### config.mk
export PLATFORM = sky130hd
export DESIGN_NAME = capture_period_frequency_meter
export DESIGN_NICKNAME = d
export VERILOG_FILES = /design/src/sv/cpfm_pkg.sv /design/src/sv/capture_period_frequency_meter.sv /design/src/sv/cpfm_div.sv
export SDC_FILE = /design/constraint.sdc
export NUM_CORES = 1
export LEC_CHECK = 0
export ABC_AREA = 1
export BUFFER_PORTS_ARGS = -buffer_cell sky130_fd_sc_hd__buf_2
export CORE_MARGIN = 8
export CORE_UTILIZATION = 33
export CTS_CLUSTER_SIZE = 40
export DETAILED_ROUTE_END_ITERATION = 6
export PLACE_DENSITY_LB_ADDON = 0.15
export SKIP_CTS_REPAIR_TIMING = 1
export SYNTH_ARGS = -nofsm -noshare
export SYNTH_HDL_FRONTEND = slang
export SYNTH_SLANG_ARGS = --single-unit
### constraint.sdc
create_clock -name clk_i -period 7.38 [get_ports clk_i]
set_clock_uncertainty 0.15 [all_clocks]
set_input_delay 0.369 -clock clk_i [delete_from_list [all_inputs] [get_ports clk_i]]
set_output_delay 0.369 -clock clk_i [all_outputs]
set_load 0.02 [all_outputs]
### src/sv/cpfm_pkg.sv
// Package for the capture period frequency meter.
// Holds request and response types, operation codes and shared constants.
// No dependencies.
`default_nettype none

package cpfm_pkg;

  localparam int unsigned OpW    = 2;
  localparam int unsigned CapW   = 16;
  localparam int unsigned FreqW  = 16;
  localparam int unsigned DivW   = 32;

  // Operation codes
  localparam logic [OpW-1:0] OP_OVERFLOW = 2'd0;
  localparam logic [OpW-1:0] OP_CAPTURE  = 2'd1;
  localparam logic [OpW-1:0] OP_REPORT   = 2'd2;

  localparam logic [DivW-1:0]  CLK_HZ_RESET = 32'd80000000;
  localparam logic [CapW-1:0]  COUNT_MAX    = 16'hFFFF;
  localparam logic [FreqW-1:0] FREQ_MAX     = 16'hFFFF;

  typedef struct packed {
    logic [OpW-1:0]  operation;
    logic [CapW-1:0] capture_value;
  } in_req_t;

  typedef struct packed {
    logic [FreqW-1:0] frequency_hz;
    logic             clipped;
    logic             no_period;
  } out_rsp_t;

  // Divider status seen by the sequencer in the top level
  typedef struct packed {
    logic busy;
    logic done;
  } div_stat_t;

endpackage

`default_nettype wire

### src/sv/capture_period_frequency_meter.sv
// Capture period frequency meter: top level with event handling and output register.
// Depends on cpfm_pkg and cpfm_div.
//
// Usage: requests arrive on the in channel (in_valid_i, in_stall_o, in_req_i).
// An overflow request bumps a saturating 16-bit overflow count; a capture
// request stores the period {overflow count, captured value} and clears the
// count. Neither gives a response. Operation code 3 is dropped.
// A report request divides timer_clock_hz by the stored period and returns
// one response on the out channel (out_valid_o, out_stall_i, out_rsp_o).
// Reports use the single restoring divider: 32 iterations (one quotient bit each),
// then one output register load. in_stall_o is high while the divider is busy or
// holds a result, so a new report is not taken until the last one has left the
// divider; other requests go one per cycle while in_stall_o is low. If the receiver
// stalls, the response waits in the output register; new requests are still taken
// while the divider is idle, and a finished quotient waits in the divider. A zero
// period reports 0 with no_period set; quotients above 65535 report 65535 with
// clipped set. cfg_we_i writes timer_clock_hz; the user must write it only while
// idle, as the block does not enforce this. Reset clears the count and period and
// loads timer_clock_hz with 80000000.
`default_nettype none

module capture_period_frequency_meter (
  input  wire logic                      clk_i,
  input  wire logic                      rst_ni,
  input  wire logic                      cfg_we_i,
  input  wire logic [cpfm_pkg::DivW-1:0] cfg_wdata_i,
  input  wire logic                      in_valid_i,
  output logic                           in_stall_o,
  input  wire cpfm_pkg::in_req_t         in_req_i,
  output logic                           out_valid_o,
  input  wire logic                      out_stall_i,
  output cpfm_pkg::out_rsp_t             out_rsp_o
);

  localparam int unsigned W  = cpfm_pkg::DivW;
  localparam int unsigned FW = cpfm_pkg::FreqW;
  localparam int unsigned CW = cpfm_pkg::CapW;

  logic [W-1:0]  clk_hz_q, clk_hz_d;
  logic [CW-1:0] ovf_q, ovf_d;
  logic [W-1:0]  period_q, period_d;
  logic          nop_q, nop_d;
  logic          out_valid_q, out_valid_d;
  cpfm_pkg::out_rsp_t out_rsp_q, out_rsp_d;

  cpfm_pkg::div_stat_t div_stat;
  logic [W-1:0]  quotient;
  logic          accept;
  logic          start;
  logic          out_free;
  logic          load;
  logic          over;

  assign in_stall_o = div_stat.busy;
  assign accept     = in_valid_i && !in_stall_o;
  assign start      = accept && (in_req_i.operation == cpfm_pkg::OP_REPORT);
  assign out_free   = !out_valid_q || !out_stall_i;
  assign load       = div_stat.done && out_free;

  cpfm_div u_div (
    .clk_i      (clk_i),
    .rst_ni     (rst_ni),
    .start_i    (start),
    .ack_i      (load),
    .dividend_i (clk_hz_q),
    .divisor_i  (period_q),
    .stat_o     (div_stat),
    .quotient_o (quotient)
  );

  // Apply configuration writes and event requests
  always_comb begin
    clk_hz_d = clk_hz_q;
    ovf_d    = ovf_q;
    period_d = period_q;
    nop_d    = nop_q;
    if (cfg_we_i) begin
      clk_hz_d = cfg_wdata_i;
    end
    if (accept) begin
      unique case (in_req_i.operation)
        cpfm_pkg::OP_OVERFLOW: begin
          if (ovf_q != cpfm_pkg::COUNT_MAX) begin
            ovf_d = ovf_q + CW'(1);
          end
        end
        cpfm_pkg::OP_CAPTURE: begin
          period_d = {ovf_q, in_req_i.capture_value};
          ovf_d    = '0;
        end
        cpfm_pkg::OP_REPORT: begin
          nop_d = (period_q == '0);
        end
        default: begin
        end
      endcase
    end
  end

  // Saturate the quotient and form the response
  assign over = |quotient[W-1:FW];

  always_comb begin
    out_rsp_d   = out_rsp_q;
    out_valid_d = out_valid_q;
    if (load) begin
      out_valid_d = 1'b1;
      if (nop_q) begin
        out_rsp_d.frequency_hz = '0;
        out_rsp_d.clipped      = 1'b0;
        out_rsp_d.no_period    = 1'b1;
      end else begin
        out_rsp_d.frequency_hz = over ? cpfm_pkg::FREQ_MAX : quotient[FW-1:0];
        out_rsp_d.clipped      = over;
        out_rsp_d.no_period    = 1'b0;
      end
    end else if (!out_stall_i) begin
      out_valid_d = 1'b0;
    end
  end

  always_ff @(posedge clk_i or negedge rst_ni) begin
    if (!rst_ni) begin
      clk_hz_q    <= cpfm_pkg::CLK_HZ_RESET;
      ovf_q       <= '0;
      period_q    <= '0;
      nop_q       <= 1'b0;
      out_valid_q <= 1'b0;
    end else begin
      clk_hz_q    <= clk_hz_d;
      ovf_q       <= ovf_d;
      period_q    <= period_d;
      nop_q       <= nop_d;
      out_valid_q <= out_valid_d;
    end
  end

  always_ff @(posedge clk_i) begin
    out_rsp_q <= out_rsp_d;
  end

  assign out_valid_o = out_valid_q;
  assign out_rsp_o   = out_rsp_q;

  // A report occupies the divider on the next cycle
  a_report_busy: assert property (@(posedge clk_i) disable iff (!rst_ni)
    start |=> in_stall_o)
    else $error("report accepted without divider busy");

  // A loaded response appears on the next cycle
  a_load_valid: assert property (@(posedge clk_i) disable iff (!rst_ni)
    load |=> out_valid_o)
    else $error("response not presented after load");

  // A zero period never reports a frequency
  a_no_period: assert property (@(posedge clk_i) disable iff (!rst_ni)
    out_valid_o && out_rsp_o.no_period |->
      (out_rsp_o.frequency_hz == '0) && !out_rsp_o.clipped)
    else $error("zero period reported nonzero frequency");

  // Clipping always reports the full-scale value
  a_clip_max: assert property (@(posedge clk_i) disable iff (!rst_ni)
    out_valid_o && out_rsp_o.clipped |-> (out_rsp_o.frequency_hz == cpfm_pkg::FREQ_MAX))
    else $error("clipped response without full-scale frequency");

endmodule

`default_nettype wire

### src/sv/cpfm_div.sv
// Iterative 32-bit restoring divider, one quotient bit per cycle while running.
// Depends on cpfm_pkg for widths and the status struct.
`default_nettype none

module cpfm_div (
  input  wire logic                     clk_i,
  input  wire logic                     rst_ni,
  input  wire logic                     start_i,
  input  wire logic                     ack_i,
  input  wire logic [cpfm_pkg::DivW-1:0] dividend_i,
  input  wire logic [cpfm_pkg::DivW-1:0] divisor_i,
  output cpfm_pkg::div_stat_t           stat_o,
  output logic [cpfm_pkg::DivW-1:0]     quotient_o
);

  localparam int unsigned W  = cpfm_pkg::DivW;
  localparam int unsigned CW = $clog2(W);

  localparam logic [1:0] S_IDLE = 2'd0;
  localparam logic [1:0] S_RUN  = 2'd1;
  localparam logic [1:0] S_DONE = 2'd2;

  logic [1:0]    state_q, state_d;
  logic [CW-1:0] count_q, count_d;
  logic [W-1:0]  rem_q, rem_d;
  logic [W-1:0]  quo_q, quo_d;
  logic [W-1:0]  dvs_q, dvs_d;
  logic [W:0]    shifted;
  logic [W:0]    diff;

  // Shift in the next dividend bit and try a subtract
  assign shifted = {rem_q, quo_q[W-1]};
  assign diff    = shifted - {1'b0, dvs_q};

  always_comb begin
    state_d = state_q;
    count_d = count_q;
    rem_d   = rem_q;
    quo_d   = quo_q;
    dvs_d   = dvs_q;
    unique case (state_q)
      S_IDLE: begin
        if (start_i) begin
          state_d = S_RUN;
          count_d = CW'(W - 1);
          rem_d   = '0;
          quo_d   = dividend_i;
          dvs_d   = divisor_i;
        end
      end
      S_RUN: begin
        // Keep the difference when no borrow, record the quotient bit
        if (!diff[W]) begin
          rem_d = diff[W-1:0];
        end else begin
          rem_d = shifted[W-1:0];
        end
        quo_d   = {quo_q[W-2:0], ~diff[W]};
        count_d = count_q - CW'(1);
        if (count_q == '0) begin
          state_d = S_DONE;
        end
      end
      S_DONE: begin
        if (ack_i) begin
          state_d = S_IDLE;
        end
      end
      default: begin
        state_d = S_IDLE;
      end
    endcase
  end

  always_ff @(posedge clk_i or negedge rst_ni) begin
    if (!rst_ni) begin
      state_q <= S_IDLE;
      count_q <= '0;
    end else begin
      state_q <= state_d;
      count_q <= count_d;
    end
  end

  // Datapath registers need no reset
  always_ff @(posedge clk_i) begin
    rem_q <= rem_d;
    quo_q <= quo_d;
    dvs_q <= dvs_d;
  end

  assign stat_o.busy = (state_q != S_IDLE);
  assign stat_o.done = (state_q == S_DONE);
  assign quotient_o  = quo_q;

  // Start only arrives while idle
  a_start_idle: assert property (@(posedge clk_i) disable iff (!rst_ni)
    start_i |-> !stat_o.busy)
    else $error("divider started while busy");

  // Finish only after the last iteration
  a_done_after_last: assert property (@(posedge clk_i) disable iff (!rst_ni)
    $rose(stat_o.done) |-> ($past(state_q) == S_RUN) && ($past(count_q) == '0))
    else $error("divider finished early");

  // Result holds until acknowledged
  a_done_hold: assert property (@(posedge clk_i) disable iff (!rst_ni)
    stat_o.done && !ack_i |=> stat_o.done && $stable(quotient_o))
    else $error("divider result dropped before ack");

endmodule

`default_nettype wire

# After elaboration in Yosys (flattened, before gate mapping)
# Cells that the tools add are included.
[totals] reg_bits=203 latch_bits=0 mem_bits_rw=0 mem_bits_ro=0 output_inout_bits=20 word_cells=65 mem_count=0
[op_classes] add_sub_neg=3 mul=0 div=0 order_cmp=0 n_eq_ne=10 shift=0 n_mux=17 bitwise_logic=1 reduce_logical=21
[op_table] cell="$pmux 32 s2" n=2
[op_table] cell="$mux 32" n=3
[op_table] cell="$sub 33x32->33" n=1
[op_table] cell="$logic_not 32->1" n=1
[op_table] cell="$mux 16" n=2
[op_table] cell="$pmux 16 s2" n=1
[op_table] cell="$add 16x1->16 const B" n=1
[op_table] cell="$ne 16x16->1 const B" n=1
[op_table] cell="$reduce_or 16->1" n=1
[op_table] cell="$pmux 5 s2" n=1
[op_table] cell="$reduce_and 2->1" n=4
[op_table] cell="$mux 2" n=3
[op_table] cell="$ne 2x1->1 const B" n=3
[op_table] cell="$pmux 2 s3" n=1
[op_table] cell="$reduce_and 3->1" n=2
[op_table] cell="$reduce_bool 2->1" n=3
[op_table] cell="$logic_not 5->1" n=1
[op_table] cell="$mux 5" n=1
[op_table] cell="$sub 5x1->5 const B" n=1
[op_table] cell="$eq 2x1->1 const B" n=2
[op_table] cell="$eq 2x2->1 const B" n=2
[op_table] cell="$logic_not 2->1" n=2
[op_table] cell="$ne 2x2->1 const B" n=2
[op_table] cell="$logic_and 1x1->1" n=3
[op_table] cell="other kinds (4)" n=8

# Depth between registers and ports, before layout
# Gate-level depths: netlist of the first run.
[logic_depth] depth_word=6 mapped_depth=18

# Hierarchy
# Synthesis of the first run repeated with hierarchy kept, for this count alone.
[hier_totals] cells_unflattened=1400 hier_area_um2=11330.9
[by_module_without_submodules] module="cpfm_div" n_inst=1 cells_each=960 area_per_inst_um2=6952.9
[by_module_without_submodules] module="capture_period_frequency_meter" n_inst=1 cells_each=440 area_per_inst_um2=4377.9

# Least setup slack after synthesis of the first run
# Ideal clock, no wire load.
[synth_path] kind="register to register" start="reg u_div.state_q[1]" end="reg u_div.quo_q[0], in the netlist u_div.quotient_o[0], enable pin" setup_time_ns=0.419 t_arrival_ns=4.580 required_ns=6.811 slack_ns=2.231 path_stages_with_launch=6 period_less_slack_ns=5.149 cell_sequence="dfrtp_1 nor2_1 nand2_1 nor3_1 nor2_1 inv_1"
[synth_between] elab_chain_len=6 elab_cells_between_ends=9
[synth_lines] element="start, declared" line_no="cpfm_div.sv:23" source="logic [1:0] state_q, state_d;"
[synth_lines] element="start signal, assigned" line_no="cpfm_div.sv:80" source="state_q <= state_d;"
[synth_lines] element="$reduce_bool 2->1" line_no="cpfm_div.sv:92" source="assign stat_o.busy = (state_q != S_IDLE);"
[synth_lines] element="$logic_not 1->1" line_no="capture_period_frequency_meter.sv:55" source="assign accept = in_valid_i && !in_stall_o;"
[synth_lines] element="$logic_and 1x1->1" line_no="capture_period_frequency_meter.sv:55"
[synth_lines] element="$logic_and 1x1->1" line_no="capture_period_frequency_meter.sv:56" source="assign start = accept && (in_req_i.operation == cpfm_pkg::OP_REPORT);"
[synth_lines] element="$ne 2x2->1 (no line)"
[synth_lines] element="$reduce_and 2->1 (no line) (*)"
[synth_lines] element="end signal, assigned" line_no="cpfm_div.sv:88" source="quo_q <= quo_d;"
[synth_lines] element="end, declared" line_no="cpfm_div.sv:26" source="logic [W-1:0] quo_q, quo_d;"
# Every way passes the cells marked *; elsewhere a longest branch is shown, timed or not.
# A chain may end at the register's enable or synchronous reset.

# Final worst setup path of the first run
[layout_path] start="reg u_div.quo_q[31], in the netlist u_div.quotient_o[31]" end="reg u_div.rem_q[13], data pin"
[layout_between] elab_chain_len=3
[layout_lines] element="$sub 33x32->33" line_no="cpfm_div.sv:33" source="assign diff = shifted - {1'b0, dvs_q};"
[layout_lines] element="$mux 32" line_no="cpfm_div.sv:53" source="if (!diff[W]) begin"
[layout_lines] element="$pmux 32 s2" line_no="cpfm_div.sv:41" source="unique case (state_q)"
[layout_lines] element="end signal, assigned" line_no="cpfm_div.sv:87" source="rem_q <= rem_d;"
[layout_lines] element="end, declared" line_no="cpfm_div.sv:25" source="logic [W-1:0] rem_q, rem_d;"
# No other way between the ends.

==> run_results.csv, run 1 <==
group,metric,value,unit
routing,drt_iter0_drc,503,
sta,tns,0,ns
cts,cts_buffers,24,
power_and_ir_drop,swShare,40.0,%
routing,post_drt_wl_per_cell,14.3,um
cells_and_area,area_delta_synth_final,18.6,%
sta,setup_viol,0,
global_route,grt.overflow.total,0,
logic_synthesis,ys_async_sr_fraction,43.8,%
routing,via_per_inst,4.42,
sta,slew_violations,0,
power_and_ir_drop,p_clk_share,22.0,%
power_and_ir_drop,share_comb_of_total_power,41.0,%
routing,met2_length,12.6,mm
sta,final-hold-violation-count,1,
logic_synthesis,syn_inst,1386,
cells_and_area,fillers,3459,
cells_and_area,mostFrequentLayoutCell,"nand2_1",
power_and_ir_drop,power.total,5.17,mW
sta,worstMarginPinSlew,0.970,ns
logic_synthesis,seq_area_frac_synth,51.3,%
routing,met1Wirelength,13.9,mm
logic_synthesis,synth_warnings,0,
outcome,status,"finished, violations left",
worst_setup_path,cp-start-kind,"flip-flop",
outcome,violations,"hold timing",
sta,maxClockFrequency,339,MHz
logic_synthesis,synth-main-ff-cell,"edfxtp_1",
routing,drc_errors,0,
floorplanning,die_x,199,um
sta,max_slew_margin,35.2,%
cts,clk_latency,0.50,ns
routing,drt-total-wl,28.2,mm
logic_synthesis,synth_seq_cells,203,
cts,cts_root_buf,"clkbuf_16",
worst_setup_path,end_kind,"flip-flop",
power_and_ir_drop,power_density,395,nW/um2
placed_design,io_buffers,74,
floorplanning,rows,67,
routing,firstDrtPassIters,5,
cells_and_area,drive_gt1_share,9.72,%
floorplanning,start_util,33.2,%
sta,setup_ws,4.43,ns
cells_and_area,fin_nets,1596,
cells_and_area,n_antenna_cell,0,
global_route,grt_pass1_wl,44.4,mm
global_route,grt_usage,14.0,%
logic_synthesis,syn-cell-area,11000,um2
cts,clk_pin_slew,0.06,ns
routing,highest_layer,"met4",
floorplanning,dieArea,39600,um2
run,cap_violations,0,
worst_setup_path,worstPathRequired,7.49,ns
floorplanning,core_region_area,33300,um2
floorplanning,die_y,199,um
power_and_ir_drop,leakage,6.42,nW
sta,hold_slack,-0.0175,ns
cells_and_area,utilization,39.3,%
global_route,grt_pass1_vias,8325,
worst_hold_path,worstHoldPathType,"input pin to flip-flop",
cts,cts_tree,"yes",
worst_setup_path,crit_type,"flip-flop to flip-flop",
power_and_ir_drop,p_sw,2.07,mW
global_route,grt_max_degree,67,
placed_design,gp_congestion,0.851,
cts,htreeDepth,1,
logic_synthesis,syn_area_per_cell,7.97,um2
floorplanning,ios,75,
sta,finalCriticalPeriod,2.95,ns
logic_synthesis,synth_nets,1477,
worst_setup_path,crit_path_max_fanout,30,
cts,cts_buffer_depth,3,
power_and_ir_drop,seqPwrFrac,37.0,%
logic_synthesis,synth.distinct_cells,40,
power_and_ir_drop,intPower,3.10,mW
cells_and_area,mostFrequentLayoutCells,"nand2_1 (462), inv_1 (242), nor2_1 (120)",
sta,rsz0062_at_grt,"no",
routing,vias,8719,
routing,postRouteAntennaNets,0,
global_route,antenna_found_initial,0,
placed_design,dpl.hpwl,21.1,mm
power_and_ir_drop,ir_drop,0.000170,V
cts,clock-sinks,203,
placed_design,preCtsSetupSlack,4.40,ns
sta,finalCritPeriodShare,39.9,%
worst_setup_path,crit_arrival,3.05,ns
logic_synthesis,synth_edf_count,114,
routing,met3_length,1.13,mm
through the flow:
| stage | instances | instance area (um2) | hold WS (ns) |
|---|---|---|---|
| after floorplan | 1386 | 11000 | -0.0766 |
| after global placement | 1879 | 11800 | 0.208 |
| after detailed placement | 1879 | 11800 | 0.202 |
| after CTS | 1923 | 12600 | -0.335 |
| after global routing | 1971 | 13100 | 0.00720 |
| final | 1971 | 13100 | -0.0175 |
power groups by stage:
stage	Clock [mW]	Sequential (mW)	Combinational, mW
floorplan	0	1.86	1.66
global placement	0	1.93	2.10
detailed placement	0	1.94	2.11
CTS	1.17	1.92	2.12
global route	1.22	1.96	2.46
finish	1.14	1.91	2.12
layer usage:
metal / track usage, % / vias to the layer above
met1: 20.3 / 3948
met2: 21.7 / 139
met5: 0 / -
met3: 1.89 / 36
met4: 3.57 / 0
li1: - / 4596
state kept, by name, indices dropped and copies added (netlist names), 2 cells and up:
signal / cells
out_rsp_o: 18
u_div.state_q: 2
period_q: 32
u_div.quotient_o: 32
u_div.rem_q: 32
u_div.dvs_q: 32
u_div.count_q: 5
ovf_q: 16
clk_hz_q: 32
logic make-up after synthesis:
group | Yosys count | synth area share (%)
AND/OR/NAND/NOR | 697 | 25.8
buffers and inverters | 280 | 10.1
flip-flops | 203 | 51.3
AO/OA/AOI/OAI | 149 | 7.03
adder cells (fa/ha/maj) | 36 | 4.15
XOR/XNOR | 21 | 1.67
worst paths after layout:
path,startpoint,endpoint,slack [ns],cells after the start
max,u_div.quotient_o[31],u_div.rem_q[13],4.43,17
min in group asynchronous,rst_ni,period_q[6],0.21,2
max reg2reg,u_div.quotient_o[31],u_div.rem_q[13],4.43,17
min reg2reg,period_q[10],u_div.dvs_q[10],0.30,0
max in group asynchronous,rst_ni,clk_hz_q[6],5.76,3
min,in_req_i[15],period_q[15],-0.02,3
worst max-delay path, stage by stage, from the launching register on:
cell and delay [ns]:
edfxtp_1 0.36, inv_1 0.07, ha_1 0.22, fa_1 0.41, inv_1 0.12, nand2_1 0.06
nand2_1 0.11, nand3_2 0.08, nand2_2 0.11, nand2_2 0.05, nand2_2 0.07, nand2_2 0.07
nand2_2 0.07, nand2_1 0.07, nand2_2 0.44, nand2_1 0.10, nand2_1 0.10, nor2_2 0.04
final cells by class:
type,instances,area [um2],share of cell area (%)
multi-input cells,903,4280,32.7
repair buffers,128,898,6.86
inverters,245,920,7.02
flip-flops and latches,203,5660,43.2
well taps,448,561,4.28
clock inverters,6,35.0,0.268
clock buffers,38,737,5.63
Yosys cell counts, types with 2 or more instances:
| master | number | area (um2) |
|---|---|---|
| nor2_1 | 122 | 458 |
| edfxtp_1 | 114 | 3420 |
| o21ai_0 | 104 | 521 |
| o21bai_1 | 2 | 15.0 |
| inv_1 | 243 | 912 |
| xor2_1 | 19 | 166 |
| ha_1 | 35 | 438 |
| nand3b_1 | 8 | 60.1 |
| o21ai_1 | 4 | 20.0 |
| xnor2_1 | 2 | 17.5 |
| buf_1 | 2 | 7.51 |
| dfrtp_1 | 81 | 2030 |
| nand2_1 | 462 | 1730 |
| nand3_1 | 46 | 230 |
| nand4_1 | 16 | 100 |
| clkbuf_1 | 21 | 78.8 |
| a21o_1 | 2 | 15.0 |
| buf_4 | 2 | 15.0 |
| dfstp_2 | 8 | 210 |
| nor2_2 | 5 | 31.3 |
| o31ai_1 | 4 | 30.0 |
| nor3_1 | 12 | 60.1 |
| buf_2 | 3 | 15.0 |
| nor4_1 | 8 | 50.1 |
| a21oi_1 | 29 | 145 |
| buf_6 | 7 | 78.8 |
| nand2_2 | 12 | 75.1 |
(Power assumes the default switching activity.)
==> run 2, diff against run 1 <==
Settings changed: ABC_AREA 1 to 0.
Clock period 7.38 ns to 2.74 ns, I/O delays scaled along.
==> run 2 against run 1 <==
The run ends with setup timing left. Die area decreased by 9.9%. Area after synthesis down 11%. Critical endpoint is now u_div.rem_q[10]. Critical path depth shrank 4. Total power increased to 2.6 times the previous value. Sequential share of layout area up 0.42 points. First-iteration DRC count shrank 20%. Largest power group unchanged.
==> run_results.csv, run 2 <==
group,metric,value,unit
outcome,status,"finished, violations left",
outcome,violations,"setup timing",
logic_synthesis,synth-main-ff-cell,"edfxtp_1",
sta,maxClockFrequency,312,MHz
worst_setup_path,crit_path_max_fanout,21,
sta,setup_viol,33,
cells_and_area,n_antenna_cell,0,
global_route,antenna_found_initial,0,
cts,clk_latency,0.52,ns
cts,cts_buffer_depth,3,
logic_synthesis,syn_area_per_cell,10.7,um2
placed_design,gp_congestion,0.766,
cells_and_area,regArea,5660,um2
logic_synthesis,syn_inst,925,
logic_synthesis,synth.area.top_cells,"edfxtp_1 (35%), dfrtp_1 (21%), nand2_1 (7.5%)",
logic_synthesis,yosys.area_share.simple,15.1,%
sta,max_slew_margin,47.1,%
worst_setup_path,worstPathRequired,2.95,ns
logic_synthesis,synthMuxAreaShare,4.89,%
placed_design,dpl.hpwl,15.4,mm
logic_synthesis,seq_area_frac_synth,57.4,%
cts,clock-sinks,203,
routing,firstDrtPassIters,4,
logic_synthesis,synth_warnings,0,
routing,drt-total-wl,22.5,mm
cts,clk_pin_slew,0.06,ns
logic_synthesis,synth_top_family_by_area,"simple AND/OR/NAND/NOR gates",
sta,setup_ws,-0.465,ns
routing,drt_iter0_drc,402,
placed_design,io_buffers,74,
logic_synthesis,synth_xor_area_share,3.47,%
global_route,grt_max_degree,63,
floorplanning,core_region_area,29600,um2
worst_setup_path,crit_arrival,3.42,ns
floorplanning,ios,75,
cells_and_area,utilization,43.9,%
sta,hold_slack,0.0167,ns
run,cap_violations,0,
cells_and_area,fin_nets,1244,
logic_synthesis,synth_edf_count,114,
logic_synthesis,synth-compound-area-share,10.5,%
logic_synthesis,syn-cell-area,9860,um2
routing,via_per_inst,4.61,
sta,worstMarginPinSlew,0.793,ns
placed_design,dp_cells,1457,
global_route,grt_pass1_wl,36.2,mm
cells_and_area,fillers,2876,
worst_setup_path,end_kind,"flip-flop",
cells_and_area,multi_input_area,3950,um2
cts,htreeDepth,1,
logic_synthesis,yosysTopAreaCell,"edfxtp_1",
cells_and_area,mostFrequentLayoutCell,"nand2_1",
global_route,grt_pass1_vias,7095,
power_and_ir_drop,power_density,1060,nW/um2
global_route,grt.overflow.total,0,
logic_synthesis,yosys-top-cells-count,"nand2_1 (198), edfxtp_1 (114), dfrtp_1 (81)",
floorplanning,rows,63,
worst_setup_path,cp-start-kind,"flip-flop",
worst_hold_path,worstHoldPathType,"input pin to async pin",
routing,vias,7198,
logic_synthesis,synth_nets,1016,
routing,postRouteAntennaNets,0,
worst_setup_path,crit_type,"flip-flop to flip-flop",
cts,cts_root_buf,"clkbuf_16",
power_and_ir_drop,ir_drop,0.000457,V
floorplanning,start_util,33.3,%
cts,cts_buffers,24,
sta,final-hold-violation-count,0,
cells_and_area,area_delta_synth_final,31.6,%
power_and_ir_drop,leakage,5.82,nW
logic_synthesis,synth.distinct_cells,63,
cts,cts_tree,"yes",
sta,tns,-12.28,ns
logic_synthesis,yosysMostFrequentCell,"nand2_1",
logic_synthesis,ys_async_sr_fraction,43.8,%
sta,rsz0062_at_grt,"yes",
cells_and_area,drive_gt1_share,24.2,%
logic_synthesis,synth_seq_cells,203,
floorplanning,dieArea,35700,um2
floorplanning,die_x,189,um
sta,finalCriticalPeriod,3.21,ns
sta,slew_violations,0,
cells_and_area,mostFrequentLayoutCells,"nand2_1 (197), edfxtp_1 (114), buf_4 (100)",
worst_setup_path,r2r_cells,13,
cells_and_area,final_cells,1561,
routing,post_drt_wl_per_cell,14.4,um
logic_synthesis,synth_top_area_share,34.7,%
logic_synthesis,synthAdderAreaFrac,4.65,%
global_route,grt_usage,12.1,%
floorplanning,die_y,189,um
sta,finalCritPeriodShare,117,%
power_and_ir_drop,power.total,13.7,mW
routing,drc_errors,0,
## run 2: changes by cell type in the layout (fill, tap and decap cells not counted), moves of 14 or more
cell	change
nand2_1	-265
inv_1	-181
buf_4	+93
nor2_1	-52
o21ai_0	-48
nand3_1	-35
mux2_2	+33
a21oi_1	+14
## run 2: logic make-up (layout without fill, tap and decap cells)
group,after synthesis,in the layout
compound gates,163,163
xor+xnor,39,39
fa+ha+maj,36,36
buf+inv,95,341
flops,203,203
mux,44,44
simple gates,345,345
## run 2: worst max-delay path, cell delays in order (launching register included)
cell       delay, ns
edfxtp_1        0.39
inv_1           0.08
ha_2            0.19
fa_2            0.23
nor2b_4         0.06
o31ai_4         0.22
a31oi_4         0.13
o311a_4         0.43
a31oi_4         0.18
o311ai_4        0.12
buf_12          0.17
clkbuf_16       0.18
or3b_1          0.38
a21oi_1         0.14
## run 2: layer usage
metal	global-route usage [%]	wire length, um	up-vias
met1	17.1	11400	3406
li1	-	-	3696
met5	0	0	-
met3	1.77	600	30
met2	19.2	10100	66
met4	3.22	413	0
## run 2: per-stage QoR
stage	cell area [um2]	setup slack, ns
6_report	13000	-0.465
2_1_floorplan	9900	-0.322
3_5_place_dp	11400	-0.503
3_3_place_gp	11400	-0.408
5_1_grt	13000	-0.603
4_1_cts	12200	-0.500
## run 2: final timing paths
check / startpoint / endpoint / slack [ns]
min in group clk_i: cfg_we_i / clk_hz_q[30] / 0.19
worst max-delay path: u_div.quotient_o[31] / u_div.rem_q[10] / -0.47
max in group asynchronous: rst_ni / clk_hz_q[10] / 1.68
worst min-delay path: rst_ni / period_q[15] / 0.02
worst max register to register: u_div.quotient_o[31] / u_div.rem_q[10] / -0.47
worst min register to register: period_q[13] / u_div.dvs_q[13] / 0.32
## run 2: cell type report
type                            count  share of cell area (%)
Clock buffer                       36                    5.13
Clock inverter                      8                    1.01
Inverter                           61                    1.77
Multi-Input combinational cell    627                    30.4
Sequential cell                   203                    43.7
Tap cell                          390                    3.76
Timing Repair Buffer              236                    14.3
## run 2: power breakdown
part	leakage, nW	internal, mW	switching [mW]
Sequential	2.23	4.42	0.480
Combinational	3.21	2.63	2.96
Clock	0.381	1.97	1.23
